File: src/hw/rtl/mscs_pkg.sv
// shared types and constants for the moisture sensor calibrate and scale block
`timescale 1ns / 1ps

package mscs_pkg;

  localparam int SampleBits  = 12;
  localparam int PeriodBits  = 20;
  localparam int PctBits     = 7;
  localparam int CfgIdxBits  = 4;
  localparam int CfgDataBits = 20;
  // |s - low| * 100 fits in 19 bits for 12-bit readings
  localparam int DivBits     = 19;
  localparam int CntBits     = $clog2(DivBits);

  localparam logic [PeriodBits-1:0] PeriodReset  = PeriodBits'(20000);
  localparam logic [PeriodBits-1:0] ElapsedMax   = {PeriodBits{1'b1}};
  localparam logic [SampleBits-1:0] LowReset     = {SampleBits{1'b1}};
  localparam logic [SampleBits-1:0] HighReset    = '0;
  localparam logic [PctBits-1:0]    PctFull      = PctBits'(100);
  localparam logic [CntBits-1:0]    DivLastCount = CntBits'(DivBits - 1);

  typedef enum logic [1:0] {
    OP_BEGIN  = 2'd0,
    OP_TICK   = 2'd1,
    OP_SAMPLE = 2'd2
  } op_e;

  typedef enum logic [CfgIdxBits-1:0] {
    CFG_PERIOD     = 4'd0,
    CFG_STORED_CAL = 4'd1,
    CFG_STORED_LOW = 4'd2,
    CFG_STORED_HIGH = 4'd3
  } cfg_idx_e;

  typedef enum logic [1:0] {
    ST_IDLE,
    ST_PREP,
    ST_DIV,
    ST_EMIT
  } state_e;

  typedef struct packed {
    logic [1:0]            op;
    logic [SampleBits-1:0] sample;
  } in_item_t;

  typedef struct packed {
    logic                  phase;
    logic [PctBits-1:0]    percent;
    logic [SampleBits-1:0] raw;
    logic [SampleBits-1:0] low_bound;
    logic [SampleBits-1:0] high_bound;
  } out_item_t;

  typedef struct packed {
    logic begin_load;
    logic tick;
    logic capture;
    logic cal_update;
    logic prep;
    logic div_step;
    logic emit;
  } cmd_t;

  typedef struct packed {
    logic calibrated;
    logic div_done;
    logic out_free;
  } sts_t;

endpackage

File: src/hw/rtl/mscs_ctrl.sv
// controller state machine: input handshake and sequencing of the datapath
`timescale 1ns / 1ps

module mscs_ctrl import mscs_pkg::*; (
  input  logic       clk_i,
  input  logic       rst_ni,
  input  logic       in_valid_i,
  input  logic [1:0] in_op_i,
  input  sts_t       sts_i,
  output cmd_t       cmd_o,
  output logic       in_stall_o
);

  state_e state_q, state_d;
  logic   accept;

  assign accept = (state_q == ST_IDLE) && in_valid_i;

  always_comb begin
    state_d = state_q;
    case (state_q)
      ST_IDLE: begin
        if (accept && (in_op_i == OP_SAMPLE)) begin
          state_d = sts_i.calibrated ? ST_PREP : ST_EMIT;
        end
      end
      ST_PREP: begin
        state_d = ST_DIV;
      end
      ST_DIV: begin
        if (sts_i.div_done) begin
          state_d = ST_EMIT;
        end
      end
      ST_EMIT: begin
        if (sts_i.out_free) begin
          state_d = ST_IDLE;
        end
      end
      default: begin
        state_d = ST_IDLE;
      end
    endcase
  end

  always_comb begin
    cmd_o      = '0;
    in_stall_o = (state_q != ST_IDLE);
    case (state_q)
      ST_IDLE: begin
        cmd_o.begin_load = accept && (in_op_i == OP_BEGIN);
        cmd_o.tick       = accept && (in_op_i == OP_TICK);
        cmd_o.capture    = accept && (in_op_i == OP_SAMPLE);
        cmd_o.cal_update = accept && (in_op_i == OP_SAMPLE) && !sts_i.calibrated;
      end
      ST_PREP: begin
        cmd_o.prep = 1'b1;
      end
      ST_DIV: begin
        cmd_o.div_step = 1'b1;
      end
      ST_EMIT: begin
        cmd_o.emit = sts_i.out_free;
      end
      default: begin
        cmd_o = '0;
      end
    endcase
  end

  always_ff @(posedge clk_i or negedge rst_ni) begin
    if (!rst_ni) begin
      state_q <= ST_IDLE;
    end else begin
      state_q <= state_d;
    end
  end

endmodule

File: src/hw/rtl/mscs_dp.sv
// datapath: configuration, calibration state, serial divider and result register
`timescale 1ns / 1ps

module mscs_dp import mscs_pkg::*; (
  input  logic                   clk_i,
  input  logic                   rst_ni,
  input  cmd_t                   cmd_i,
  output sts_t                   sts_o,
  input  logic [SampleBits-1:0]  in_sample_i,
  input  logic                   cfg_we_i,
  input  logic [CfgIdxBits-1:0]  cfg_index_i,
  input  logic [CfgDataBits-1:0] cfg_data_i,
  output out_item_t              out_o,
  output logic                   out_valid_o,
  input  logic                   out_stall_i
);

  // configuration
  logic [PeriodBits-1:0] period_q;
  logic                  st_cal_q;
  logic [SampleBits-1:0] st_low_q, st_high_q;

  // calibration state
  logic                  cal_q;
  logic [SampleBits-1:0] low_q, high_q;
  logic [PeriodBits-1:0] elapsed_q;
  logic [PeriodBits-1:0] elapsed_inc;

  // working registers
  logic [SampleBits-1:0] samp_q;
  logic                  neg_q, equal_q;
  logic [SampleBits-1:0] dmag_q;
  logic [SampleBits-1:0] rem_q, rem_d;
  logic [DivBits-1:0]    quo_q, quo_d;
  logic [CntBits-1:0]    cnt_q;

  logic [SampleBits-1:0] diff_mag;
  logic [DivBits-1:0]    diff_ext, num_mag;
  logic [SampleBits:0]   shifted;
  logic [PctBits-1:0]    pct;

  out_item_t out_q;
  logic      out_valid_q;

  assign elapsed_inc = (elapsed_q == ElapsedMax) ? elapsed_q : elapsed_q + 1'b1;

  // magnitude of the numerator: |s - low| * 100 as shifts and adds
  assign diff_mag = (samp_q >= low_q) ? (samp_q - low_q) : (low_q - samp_q);
  assign diff_ext = DivBits'(diff_mag);
  assign num_mag  = (diff_ext << 6) + (diff_ext << 5) + (diff_ext << 2);

  // restoring division, one quotient bit per cycle
  assign shifted = {rem_q, quo_q[DivBits-1]};
  always_comb begin
    if (shifted >= {1'b0, dmag_q}) begin
      rem_d = SampleBits'(shifted - {1'b0, dmag_q});
      quo_d = {quo_q[DivBits-2:0], 1'b1};
    end else begin
      rem_d = shifted[SampleBits-1:0];
      quo_d = {quo_q[DivBits-2:0], 1'b0};
    end
  end

  // 100 plus signed quotient clamped to 0..100; 0 if uncalibrated or low == high
  always_comb begin
    if (!cal_q || equal_q) begin
      pct = '0;
    end else if (!neg_q) begin
      pct = PctFull;
    end else if (quo_q < DivBits'(PctFull)) begin
      pct = PctFull - quo_q[PctBits-1:0];
    end else begin
      pct = '0;
    end
  end

  assign sts_o.calibrated = cal_q;
  assign sts_o.div_done   = (cnt_q == DivLastCount);
  assign sts_o.out_free   = !out_valid_q || !out_stall_i;

  always_ff @(posedge clk_i or negedge rst_ni) begin
    if (!rst_ni) begin
      period_q    <= PeriodReset;
      st_cal_q    <= 1'b0;
      st_low_q    <= LowReset;
      st_high_q   <= HighReset;
      cal_q       <= 1'b0;
      low_q       <= LowReset;
      high_q      <= HighReset;
      elapsed_q   <= '0;
      cnt_q       <= '0;
      out_valid_q <= 1'b0;
    end else begin
      if (cfg_we_i) begin
        case (cfg_index_i)
          CFG_PERIOD:      period_q  <= cfg_data_i[PeriodBits-1:0];
          CFG_STORED_CAL:  st_cal_q  <= cfg_data_i[0];
          CFG_STORED_LOW:  st_low_q  <= cfg_data_i[SampleBits-1:0];
          CFG_STORED_HIGH: st_high_q <= cfg_data_i[SampleBits-1:0];
          default: ;
        endcase
      end
      if (cmd_i.begin_load) begin
        low_q     <= st_low_q;
        high_q    <= st_high_q;
        elapsed_q <= '0;
        // a zero period ends the phase at once
        cal_q     <= st_cal_q || (period_q == '0);
      end
      if (cmd_i.tick && !cal_q) begin
        elapsed_q <= elapsed_inc;
        cal_q     <= (elapsed_inc >= period_q);
      end
      if (cmd_i.cal_update) begin
        if (in_sample_i > high_q) begin
          high_q <= in_sample_i;
        end
        if (in_sample_i < low_q) begin
          low_q <= in_sample_i;
        end
      end
      if (cmd_i.prep) begin
        cnt_q <= '0;
      end else if (cmd_i.div_step) begin
        cnt_q <= cnt_q + 1'b1;
      end
      if (cmd_i.emit) begin
        out_valid_q <= 1'b1;
      end else if (!out_stall_i) begin
        out_valid_q <= 1'b0;
      end
    end
  end

  always_ff @(posedge clk_i) begin
    if (cmd_i.capture) begin
      samp_q <= in_sample_i;
    end
    if (cmd_i.prep) begin
      // quotient counts as negative when the numerator and divisor signs agree
      neg_q   <= (samp_q > low_q) ^ (low_q > high_q);
      equal_q <= (low_q == high_q);
      dmag_q  <= (high_q >= low_q) ? (high_q - low_q) : (low_q - high_q);
      rem_q   <= '0;
      quo_q   <= num_mag;
    end else if (cmd_i.div_step) begin
      rem_q <= rem_d;
      quo_q <= quo_d;
    end
    if (cmd_i.emit) begin
      out_q.phase      <= cal_q;
      out_q.percent    <= pct;
      out_q.raw        <= samp_q;
      out_q.low_bound  <= low_q;
      out_q.high_bound <= high_q;
    end
  end

  assign out_o       = out_q;
  assign out_valid_o = out_valid_q;

endmodule

File: src/hw/rtl/moisture_sensor_calibrate_scale.sv
// Moisture sensor conditioner: min/max calibration and percent scaling.
// Begin, tick and unused ops give no result and leave the input ready for the next item.
// A calibration sample goes from idle straight to the emit state; a measured sample
// passes prep, divide and emit; the restoring divider gives one quotient bit a cycle.
// The next item is taken as soon as the result sits in the output register.
// Asynchronous active-low reset restores configuration defaults and calibration state.
`timescale 1ns / 1ps

module moisture_sensor_calibrate_scale import mscs_pkg::*; (
  input  logic                   clk_i,
  input  logic                   rst_ni,
  input  logic                   in_valid_i,
  output logic                   in_stall_o,
  input  in_item_t               in_i,
  output logic                   out_valid_o,
  input  logic                   out_stall_i,
  output out_item_t              out_o,
  input  logic                   cfg_valid_i,
  output logic                   cfg_ready_o,
  input  logic [CfgIdxBits-1:0]  cfg_index_i,
  input  logic [CfgDataBits-1:0] cfg_data_i
);

  cmd_t cmd;
  sts_t sts;

  assign cfg_ready_o = 1'b1;

  mscs_ctrl u_ctrl (
    .clk_i      (clk_i),
    .rst_ni     (rst_ni),
    .in_valid_i (in_valid_i),
    .in_op_i    (in_i.op),
    .sts_i      (sts),
    .cmd_o      (cmd),
    .in_stall_o (in_stall_o)
  );

  mscs_dp u_dp (
    .clk_i       (clk_i),
    .rst_ni      (rst_ni),
    .cmd_i       (cmd),
    .sts_o       (sts),
    .in_sample_i (in_i.sample),
    .cfg_we_i    (cfg_valid_i && cfg_ready_o),
    .cfg_index_i (cfg_index_i),
    .cfg_data_i  (cfg_data_i),
    .out_o       (out_o),
    .out_valid_o (out_valid_o),
    .out_stall_i (out_stall_i)
  );

  logic in_xfer;
  assign in_xfer = in_valid_i && !in_stall_o;

  // items other than samples leave the block ready for the next transfer
  a_nonsample_quick: assert property (@(posedge clk_i) disable iff (!rst_ni)
    in_xfer && (in_i.op != OP_SAMPLE) |=> !in_stall_o)
    else $error("non-sample item held the input");

  // a sample always keeps the input stalled in the cycle after its transfer
  a_sample_busy: assert property (@(posedge clk_i) disable iff (!rst_ni)
    in_xfer && (in_i.op == OP_SAMPLE) |=> in_stall_o)
    else $error("sample did not occupy the block");

  a_pct_range: assert property (@(posedge clk_i) disable iff (!rst_ni)
    out_valid_o |-> (out_o.percent <= PctFull))
    else $error("percent out of range");

  a_cal_pct_zero: assert property (@(posedge clk_i) disable iff (!rst_ni)
    out_valid_o && !out_o.phase |-> (out_o.percent == '0))
    else $error("non-zero percent during calibration");

endmodule
File: config.mk
export PLATFORM = sky130hd
export DESIGN_NAME = moisture_sensor_calibrate_scale
export DESIGN_NICKNAME = d
export VERILOG_FILES = /design/src/hw/rtl/mscs_pkg.sv /design/src/hw/rtl/mscs_ctrl.sv /design/src/hw/rtl/mscs_dp.sv /design/src/hw/rtl/moisture_sensor_calibrate_scale.sv
export SDC_FILE = /design/constraint.sdc
export NUM_CORES = 1
export LEC_CHECK = 0
export ABC_CLOCK_PERIOD_IN_PS = 12200
export CORE_MARGIN = 2
export CORE_UTILIZATION = 60
export DETAILED_ROUTE_END_ITERATION = 12
export DONT_BUFFER_PORTS = 1
export GPL_TIMING_DRIVEN = 0
export PLACE_DENSITY_LB_ADDON = 0.08
export SLEW_MARGIN = 20
export SYNTH_ARGS = -nofsm -noshare
export SYNTH_HDL_FRONTEND = slang
export SYNTH_HIERARCHICAL = 1
export SYNTH_SLANG_ARGS = --single-unit
File: constraint.sdc
create_clock -name clk_i -period 12.2 [get_ports clk_i]
set_input_delay 1.83 -clock clk_i [delete_from_list [all_inputs] [get_ports clk_i]]
set_output_delay 1.83 -clock clk_i [all_outputs]
set_load 0.02 [all_outputs]
==> flow_metrics.env, run 1 <==
export IMPL_die_area_sq_um=22600
export IMPL_post_cts_setup_buffers=0
export IMPL_worstReg2RegStart="u_dp/low_q[7]"
export IMPL_ios=90
export IMPL_num_antenna_cells=0
export IMPL_syn_area_per_cell_sq_um=10.1
export IMPL_clk_latency_ns=0.45
export IMPL_nets=1479
export IMPL_min_path_type="reg -> reg"
export IMPL_cts_max_path_buffers=2
export IMPL_grt_max_degree=99
export IMPL_num_vias=9463
export IMPL_drt_initial_drc_count=688
export IMPL_startpoint_type="flop"
export IMPL_reg2reg_setup_slack_ns=6.33
export IMPL_row_count=53
export IMPL_worstMarginPinSlew_ns=0.748
export IMPL_path_clk_slew_ns=0.08
export IMPL_grt_pass1_vias=8934
export IMPL_hpwl_um=23800
export IMPL_grt_use_total_pct=28.2
export IMPL_syn2layout_area_growth_pct=7.75
export IMPL_yosysWarningCount=6
export IMPL_initial_core_util_pct=61.0
export IMPL_rsz0062_at_grt="false"
export IMPL_avgRoutedWirePerCell_um=19.6
export IMPL_setup_viol=0
export IMPL_antenna_found_initial=0
export IMPL_cp_data_arrival_time_ns=6.07
export IMPL_drive_above_1_share_pct=12.1
export IMPL_worstReg2RegEnd="u_dp/quo_q[16]"
export IMPL_routedLengthMet1_um=13500
export IMPL_synthArstFlopShare_pct=49.2
export IMPL_period_share_pct=48.1
export IMPL_fin_util_pct=65.7
export IMPL_ant_nets=0
export IMPL_fmax_mhz=170
export IMPL_synth_area_top_cells="edfxtp_1, dfrtp_1, ha_1, dfstp_2, mux2_2"
export IMPL_min_period_ns=5.87
export IMPL_tritoncts="yes"
export IMPL_top_layer="met4"
export IMPL_ys_types=75
export IMPL_finalWirelength_um=31100
export IMPL_cp_max_fo=10
export IMPL_synth_nets=1459
export IMPL_synth_area_sq_um=12800
export IMPL_cts_htree_levels=4
export IMPL_cp_endpoint="u_dp/quo_q[16]"
export IMPL_place_congestion=0.926
export IMPL_cts_root_buf="clkbuf_16"
export IMPL_viasPerCell=5.97
export IMPL_cp_end_kind="flop"
export IMPL_outcome="finished clean"
export IMPL_fin_tns_setup_ns=0
export IMPL_yosysTopAreaCellShare_pct=20.8
export IMPL_grt_overflow=0
export IMPL_synth_edf_count=89
export IMPL_hold_path_depth=0
export IMPL_cp_startpoint="u_dp/low_q[7]"
export IMPL_ctsHoldBuffers=0
export IMPL_synth_seq_cells=199
export IMPL_cts_inserted_buffers=17
export IMPL_die_width_um=150
export IMPL_port_buffers=0
export IMPL_ys_seq_area_share_pct=42.1
export IMPL_slew_violations=0
export IMPL_met2WireLength_um=15000
export IMPL_grt_pass1_wl_um=48600
export IMPL_maxCapViolCount=0
export IMPL_relSlewSlack_pct=49.8
export IMPL_hold_viol_final=0
export IMPL_syn_inst=1276
export IMPL_ys_flop_type="edfxtp_1"
export IMPL_drtPass1Iterations=6
export IMPL_coreArea_sq_um=21000
export IMPL_clock_sinks=199
export IMPL_ff2ff_path_depth=22
export IMPL_route_met3_wl_um=2060
export IMPL_fp_dieH_um=150
export IMPL_yosysTopAreaCell="edfxtp_1"
export IMPL_cts_resized_gates=0
export IMPL_drc=0
export IMPL_required_ns=12.40
export IMPL_clock_skew_ns=0.0157
export IMPL_crit_type="reg -> reg"
==> cell type report <==
class | count | area [sq um]
buffer | 50 | 221
timing repair buffer | 1 | 20.0
multi-input combinational | 917 | 6790
clock inverter | 13 | 174
clock buffer | 19 | 454
inverter | 110 | 413
sequential | 199 | 5400
fill | 1683 | 7200
tap | 275 | 344
==> synthesized netlist by cell type (all sizes together), types with 32 or more instances <==
| cell type | instances |
|---|---|
| o21ai | 114 |
| ha | 130 |
| mux2 | 64 |
| clkbuf | 32 |
| nor2 | 83 |
| dfrtp | 69 |
| a21oi | 67 |
| inv | 110 |
| edfxtp | 89 |
| nand2 | 102 |
| xnor2 | 37 |
==> cells by family after synthesis <==
kind of cell	Yosys count	synth area share, %
flip-flops	199	42.1
multiplexers	85	7.29
buffers and inverters	160	4.95
adder cells (fa/ha/maj)	140	14.2
AO/OA/AOI/OAI	300	14.4
other	1	0.0292
XOR/XNOR	66	4.62
AND/OR/NAND/NOR	325	12.3
==> metal layers <==
metal	track usage (%)	vias up
met5	0	-
met4	7.83	0
met3	5.61	39
met2	47.2	291
met1	37.5	4567
li1	-	4566
==> worst max-delay path, cell delays in order (launching register included) <==
cell and delay (ns):
dfstp_2 0.59, inv_1 0.13, ha_1 0.30, clkbuf_1 0.31, nor2_1 0.12, a211oi_1 0.26, nand2_1 0.19, nand2_2 0.13
buf_6 0.17, buf_4 0.22, mux2i_2 0.44, xnor2_1 0.17, ha_1 0.25, ha_1 0.23, fa_1 0.41, a21o_1 0.17
a21o_1 0.20, a211oi_1 0.32, o21bai_1 0.16, a31o_2 0.26, a21o_1 0.19, xor2_1 0.15, mux2_2 0.27
==> sequential cells by signal, indices dropped and copies added (netlist names), 5 cells and up <==
register and flops:
u_dp/st_high_q 12, u_dp/rem_q 12, u_dp/out_o 44, u_dp/elapsed_q 20, u_dp/period_q 20, u_dp/dmag_q 12
u_dp/st_low_q 12, u_dp/quo_q 19, u_dp/cnt_q 5, u_dp/samp_q 12, u_dp/high_q 12, u_dp/low_q 12
==> how the worst min path moves through the flow <==
stage,slack (ns),start,endpoint
floorplan,0.43,u_dp/samp_q[11],u_dp/out_o[35]
global placement,0.49,u_dp/st_high_q[1],u_dp/st_high_q[1]
detailed placement,0.49,u_dp/st_high_q[1],u_dp/st_high_q[1]
CTS,0.51,u_dp/rem_q[5],u_dp/rem_q[5]
global route,0.53,u_dp/rem_q[5],u_dp/rem_q[5]
finish,0.50,u_dp/samp_q[11],u_dp/out_o[35]
==> cell usage in the layout (no fill, tap or decap), types with 4 or more instances in the layout <==
cell type  count
ha_1         130
inv_1        110
o21ai_0      106
nand2_1      101
edfxtp_1      89
nor2_1        83
dfrtp_1       69
a21oi_1       66
mux2_2        64
xnor2_1       35
clkbuf_1      33
xor2_1        29
a21o_1        29
dfstp_2       29
nand3_1       21
a211oi_1      20
mux2i_1       20
clkbuf_16     18
nand2b_1      18
nand4_1       17
nor3_1        16
nor2b_1       16
dfxtp_1       12
and3_1        11
nor4_1        10
o21a_1        10
fa_1          10
buf_2          9
o21ai_1        8
o211ai_1       8
o21bai_1       8
nor3b_1        7
a31oi_1        7
a211o_1        6
clkinv_8       5
buf_4          4
a221oi_1       4
a31o_2         4
buf_1          4
==> metrics by stage <==
| stage | worst slack, ns | instances | area, sq um | hold WS [ns] |
|---|---|---|---|---|
| 4_1_cts | 6.36 | 1584 | 13800 | 0.509 |
| 2_1_floorplan | 7.08 | 1276 | 12800 | 0.431 |
| 3_5_place_dp | 6.37 | 1552 | 13200 | 0.493 |
| 6_report | 6.33 | 1584 | 13800 | 0.501 |
| 3_3_place_gp | 6.42 | 1551 | 13200 | 0.491 |
| 5_1_grt | 6.04 | 1584 | 13800 | 0.526 |
Power of run 1 is left out: the tool's default activity adds up to more than one toggle a clock period on the data nets, which glitch-free logic cannot reach.
==> run 2, diff against run 1 <==
--- a/config.mk
+++ b/config.mk
@@ -5,9 +5,9 @@
 export SDC_FILE = /design/constraint.sdc
 export NUM_CORES = 1
 export LEC_CHECK = 0
-export ABC_CLOCK_PERIOD_IN_PS = 12200
+export ABC_CLOCK_PERIOD_IN_PS = 5000
 export CORE_MARGIN = 2
-export CORE_UTILIZATION = 60
+export CORE_UTILIZATION = 59
 export DETAILED_ROUTE_END_ITERATION = 12
 export DONT_BUFFER_PORTS = 1
 export GPL_TIMING_DRIVEN = 0
==> constraint.sdc (replaced) <==
create_clock -name clk_i -period 5 [get_ports clk_i]
set_input_delay 0.75 -clock clk_i [delete_from_list [all_inputs] [get_ports clk_i]]
set_output_delay 0.75 -clock clk_i [all_outputs]
set_load 0.02 [all_outputs]
==> flow_metrics.env, run 2 (synthesis results as in run 1) <==
export IMPL_fin_tns_setup_ns=-0.381
export IMPL_worstReg2RegStart="u_dp/low_q[10]"
export IMPL_die_area_sq_um=22900
export IMPL_ios=90
export IMPL_coreArea_sq_um=21200
export IMPL_grt_use_total_pct=29.6
export IMPL_nFillCells=1546
export IMPL_relSlewSlack_pct=48.2
export IMPL_period_share_pct=104
export IMPL_final_common_cell="ha_1"
export IMPL_grt_pass1_vias=9466
export IMPL_drive_above_1_share_pct=19.7
export IMPL_most_common_layout_cells="ha_1, o21ai_0, inv_1, nand2_1, edfxtp_1"
export IMPL_initial_core_util_pct=60.6
export IMPL_num_antenna_cells=0
export IMPL_ff2ff_path_depth=20
export IMPL_postLayoutSetupSlackWorst_ns=-0.211
export IMPL_clock_sinks=199
export IMPL_fmax_mhz=192
export IMPL_nets=1533
export IMPL_setup_viol=4
export IMPL_top_register="u_dp/out_o"
export IMPL_clock_skew_ns=0.0160
export IMPL_slew_violations=0
export IMPL_fp_dieH_um=151
export IMPL_cts_htree_levels=4
export IMPL_outcome="finished with violations"
export IMPL_tritoncts="yes"
export IMPL_place_congestion=0.914
export IMPL_cp_startpoint="u_dp/low_q[10]"
export IMPL_cts_max_path_buffers=2
export IMPL_syn2layout_area_growth_pct=14.8
export IMPL_cp_end_kind="flop"
export IMPL_cts_inserted_buffers=17
export IMPL_failed_checks="negative setup slack"
export IMPL_hold_viol_final=0
export IMPL_cp_max_fo=5
export IMPL_port_buffers=0
export IMPL_final_cells=1638
export IMPL_fin_util_pct=69.6
export IMPL_rsz0062_at_grt="true"
export IMPL_path_clk_slew_ns=0.09
export IMPL_placedCellCount=1552
export IMPL_cp_data_arrival_time_ns=5.41
export IMPL_hpwl_um=23800
export IMPL_min_period_ns=5.21
export IMPL_largest_reg_flops=44
export IMPL_grt_max_degree=53
export IMPL_reg2reg_setup_slack_ns=-0.21
export IMPL_num_vias=9852
export IMPL_cts_root_buf="clkbuf_16"
export IMPL_antenna_found_initial=0
export IMPL_min_path_type="in -> async"
export IMPL_row_count=53
export IMPL_drc=0
export IMPL_ant_nets=0
export IMPL_maxCapViolCount=0
export IMPL_worstReg2RegEnd="u_dp/quo_q[16]"
export IMPL_grt_pass1_wl_um=51300
export IMPL_fin_area_sq_um=14700
export IMPL_top_regs="u_dp/out_o (44), u_dp/elapsed_q (20), u_dp/period_q (20)"
export IMPL_startpoint_type="flop"
export IMPL_drt_initial_drc_count=674
export IMPL_finalWirelength_um=33400
export IMPL_worstMarginPinSlew_ns=0.767
export IMPL_viasPerCell=6.01
export IMPL_die_width_um=151
export IMPL_avgRoutedWirePerCell_um=20.4
export IMPL_place_area_sq_um=13200
export IMPL_grt_overflow=0
export IMPL_required_ns=5.20
export IMPL_crit_type="reg -> reg"
export IMPL_clk_latency_ns=0.45
export IMPL_drtPass1Iterations=7
[run 2: changes by cell type in the layout (fill, tap and decap cells not counted), sizes merged]
cell,change
buf,+53
clkinvlp,+4
clkbuf,-2
inv,-2
bufbuf,+1
[run 2: worst max-delay path by stage]
stage / endpoint / slack (ns) / cells after the start
3_3_place_gp: u_dp/quo_q[16] / -0.62 / 22
4_1_cts: u_dp/quo_q[16] / -0.05 / 21
5_1_grt: u_dp/quo_q[16] / -0.34 / 21
2_1_floorplan: u_dp/quo_q[16] / 0.003 / 22
3_5_place_dp: u_dp/quo_q[16] / -0.66 / 22
6_report: u_dp/quo_q[16] / -0.21 / 20
[run 2: area by class of cell]
type	count	area [sq um]	share of cell area, %
Clock buffer	17	425	2.89
Multi-Input combinational cell	917	7190	48.8
Sequential cell	199	5400	36.7
Clock inverter	15	195	1.33
Buffer	50	272	1.84
Timing Repair Buffer	55	468	3.18
Inverter	110	428	2.91
Tap cell	275	344	2.34
[run 2: per-stage QoR]
stage | setup slack (ns) | hold WS (ns)
floorplan | 0.00349 | 0.431
global placement | -0.620 | 0.457
detailed placement | -0.662 | 0.460
CTS | -0.0513 | 0.128
global route | -0.343 | 0.120
finish | -0.211 | 0.156
[run 2: worst max-delay path: stages (launching register included)]
cell        delay, ns
dfstp_2          0.58
clkinvlp_4       0.13
ha_4             0.30
nand4_1          0.21
nor4_4           0.37
nor2_2           0.11
nand2_4          0.14
buf_12           0.15
mux2i_1          0.35
xnor2_2          0.20
xnor2_2          0.25
ha_4             0.25
fa_2             0.35
a21o_1           0.19
a21o_1           0.18
a211oi_2         0.24
o21bai_1         0.13
a31o_2           0.22
a21o_1           0.17
xor2_1           0.15
mux2_2           0.26
[run 2: per-layer routing]
metal  GRT usage [%]  up-vias  routed length, um  part of all wire (%)
met2            49.5      304              16200                    49
li1                -     4690                  -                     -
met1            38.6     4807              14400                    43
met4            10.1        0                877                   2.6
met5               0        -                  0                     0
met3            6.05       51               1920                   5.8
[run 2: repair_timing]
item,in CTS,in global routing
setup buffers,38,13
setup endpoints to repair,7,6
hold buffers,2,0
hold endpoints to repair,52,0
gates resized for setup,59,23
pin swaps,27,16
gates cloned,1,0
Power of run 2 is left out for the same reason.
==> run 3, diff against run 2 <==
--- a/config.mk
+++ b/config.mk
@@ -12,6 +12,7 @@
 export DONT_BUFFER_PORTS = 1
 export GPL_TIMING_DRIVEN = 0
 export PLACE_DENSITY_LB_ADDON = 0.08
+export RECOVER_POWER = 100
 export SLEW_MARGIN = 20
 export SYNTH_ARGS = -nofsm -noshare
 export SYNTH_HDL_FRONTEND = slang
==> flow_metrics.env, run 3 (synthesis results as in run 1) <==
export IMPL_path_common_cell="a21o_1"
export IMPL_largest_reg_flops=44
export IMPL_die_area_sq_um=22900
export IMPL_placedCellCount=1552
export IMPL_ios=90
export IMPL_period_share_pct=104
export IMPL_clk_latency_ns=0.45
export IMPL_fin_tns_setup_ns=-0.392
export IMPL_initial_core_util_pct=60.6
export IMPL_final_cells=1638
export IMPL_place_congestion=0.914
export IMPL_clock_skew_ns=0.0161
export IMPL_cts_htree_levels=4
export IMPL_max_stage_delay_ns=0.58
export IMPL_num_antenna_cells=0
export IMPL_slowest_stage="dfstp_2"
export IMPL_cp_data_arrival_time_ns=5.41
export IMPL_min_period_ns=5.21
export IMPL_nets=1533
export IMPL_slew_violations=53
export IMPL_cts_root_buf="clkbuf_16"
export IMPL_critPathBufInv=2
export IMPL_hpwl_um=23800
export IMPL_cts_max_path_buffers=2
export IMPL_required_ns=5.20
export IMPL_ant_nets=0
export IMPL_reg2reg_setup_slack_ns=-0.21
export IMPL_top_register="u_dp/out_o"
export IMPL_syn2layout_area_growth_pct=14.6
export IMPL_startpoint_type="flop"
export IMPL_final_common_cell="ha_1"
export IMPL_die_width_um=151
export IMPL_drt_initial_drc_count=681
export IMPL_crit_family="compound AO/OA/AOI/OAI gates"
export IMPL_drtPass1Iterations=5
export IMPL_drive_above_1_share_pct=19.4
export IMPL_path_clk_slew_ns=0.09
export IMPL_cp_max_fo=5
export IMPL_grt_pass1_vias=9466
export IMPL_outcome="finished with violations"
export IMPL_setup_viol=4
export IMPL_cts_inserted_buffers=17
export IMPL_tritoncts="yes"
export IMPL_port_buffers=0
export IMPL_coreArea_sq_um=21200
export IMPL_drc=0
export IMPL_clock_sinks=199
export IMPL_whs_ns=0.152
export IMPL_antenna_found_initial=0
export IMPL_worstReg2RegEnd="u_dp/quo_q[16]"
export IMPL_min_path_type="in -> async"
export IMPL_failed_checks="max-capacitance violations, max-slew violations, negative setup slack"
export IMPL_cp_end_kind="flop"
export IMPL_relSlewSlack_pct=-115
export IMPL_fp_dieH_um=151
export IMPL_grt_overflow=0
export IMPL_most_common_layout_cells="ha_1, o21ai_0, inv_1, nand2_1, edfxtp_1"
export IMPL_grt_max_degree=53
export IMPL_postLayoutSetupSlackWorst_ns=-0.214
export IMPL_row_count=53
export IMPL_ff2ff_path_depth=20
export IMPL_hold_viol_final=0
export IMPL_fmax_mhz=192
export IMPL_viasPerCell=6.01
export IMPL_worstMarginPinSlew_ns=3.23
export IMPL_crit_type="reg -> reg"
export IMPL_finalWirelength_um=33300
export IMPL_grt_pass1_wl_um=51300
export IMPL_maxCapViolCount=1
export IMPL_avgRoutedWirePerCell_um=20.3
export IMPL_worstReg2RegStart="u_dp/low_q[10]"
export IMPL_rsz0062_at_grt="true"
export IMPL_num_vias=9844
export IMPL_top_regs="u_dp/out_o (44), u_dp/elapsed_q (20), u_dp/period_q (20)"
export IMPL_path_cells="clkinvlp_4 > ha_4 > nand4_1 > nor4_4 > nor2_2 > nand2_4 > buf_12 > mux2i_1 > xnor2_2 > xnor2_2 > ha_4 > fa_2 > a21o_1 > a21o_1 > a211oi_2 > o21bai_1 > a31o_2 > a21o_1 > xor2_1 > mux2_2"
export IMPL_grt_use_total_pct=29.6
## run 3: cell types whose count changed in the layout (fill, tap and decap cells not counted), sizes merged
cell,before,now
clkbuf,49,51
buf,72,70
## run 3: repair_timing
action | in CTS | in global routing
hold buffers | 2 | 0
resized for setup | 59 | 23
endpoints found under the hold margin | 52 | 0
setup buffers | 38 | 13
pin swaps | 27 | 16
cloned | 1 | 0
endpoints found under the setup margin | 7 | 6
## run 3: layout make-up
class	instances	area (sq um)
Multi-Input combinational cell	917	7190
Fill cell	1550	6460
Sequential cell	199	5400
Timing Repair Buffer	55	443
Inverter	110	428
Clock buffer	17	425
Tap cell	275	344
Buffer	50	272
Clock inverter	15	195
## run 3: how the worst max path moves through the flow
stage,slack (ns),from,to,cells after the start
after floorplan,0.003,u_dp/low_q[8],u_dp/quo_q[16],22
after global placement,-0.62,u_dp/low_q[1],u_dp/quo_q[16],22
after detailed placement,-0.66,u_dp/low_q[1],u_dp/quo_q[16],22
after CTS,-0.05,u_dp/low_q[0],u_dp/quo_q[16],21
after global routing,-0.34,u_dp/low_q[3],u_dp/quo_q[16],21
final,-0.21,u_dp/low_q[10],u_dp/quo_q[16],20
## run 3: metrics by stage
| step | worst slack (ns) | instance area, sq um | util, % |
|---|---|---|---|
| 2_1_floorplan | 0.00349 | 12900 | - |
| 3_5_place_dp | -0.662 | 13200 | 62.5 |
| 4_1_cts | -0.0513 | 14500 | 68.5 |
| 3_3_place_gp | -0.620 | 13200 | 62.4 |
| 5_1_grt | -0.343 | 14700 | 69.5 |
| 6_report | -0.214 | 14700 | 69.5 |
## run 3: per-layer routing
layer | vias to the layer above | track usage [%] | part of all wire (%)
li1 | 4690 | - | -
met1 | 4815 | 38.6 | 43
met2 | 285 | 49.5 | 49
met3 | 54 | 6.05 | 5.3
met4 | 0 | 10.1 | 2.8
met5 | - | 0 | 0
Power of run 3 is left out for the same reason.
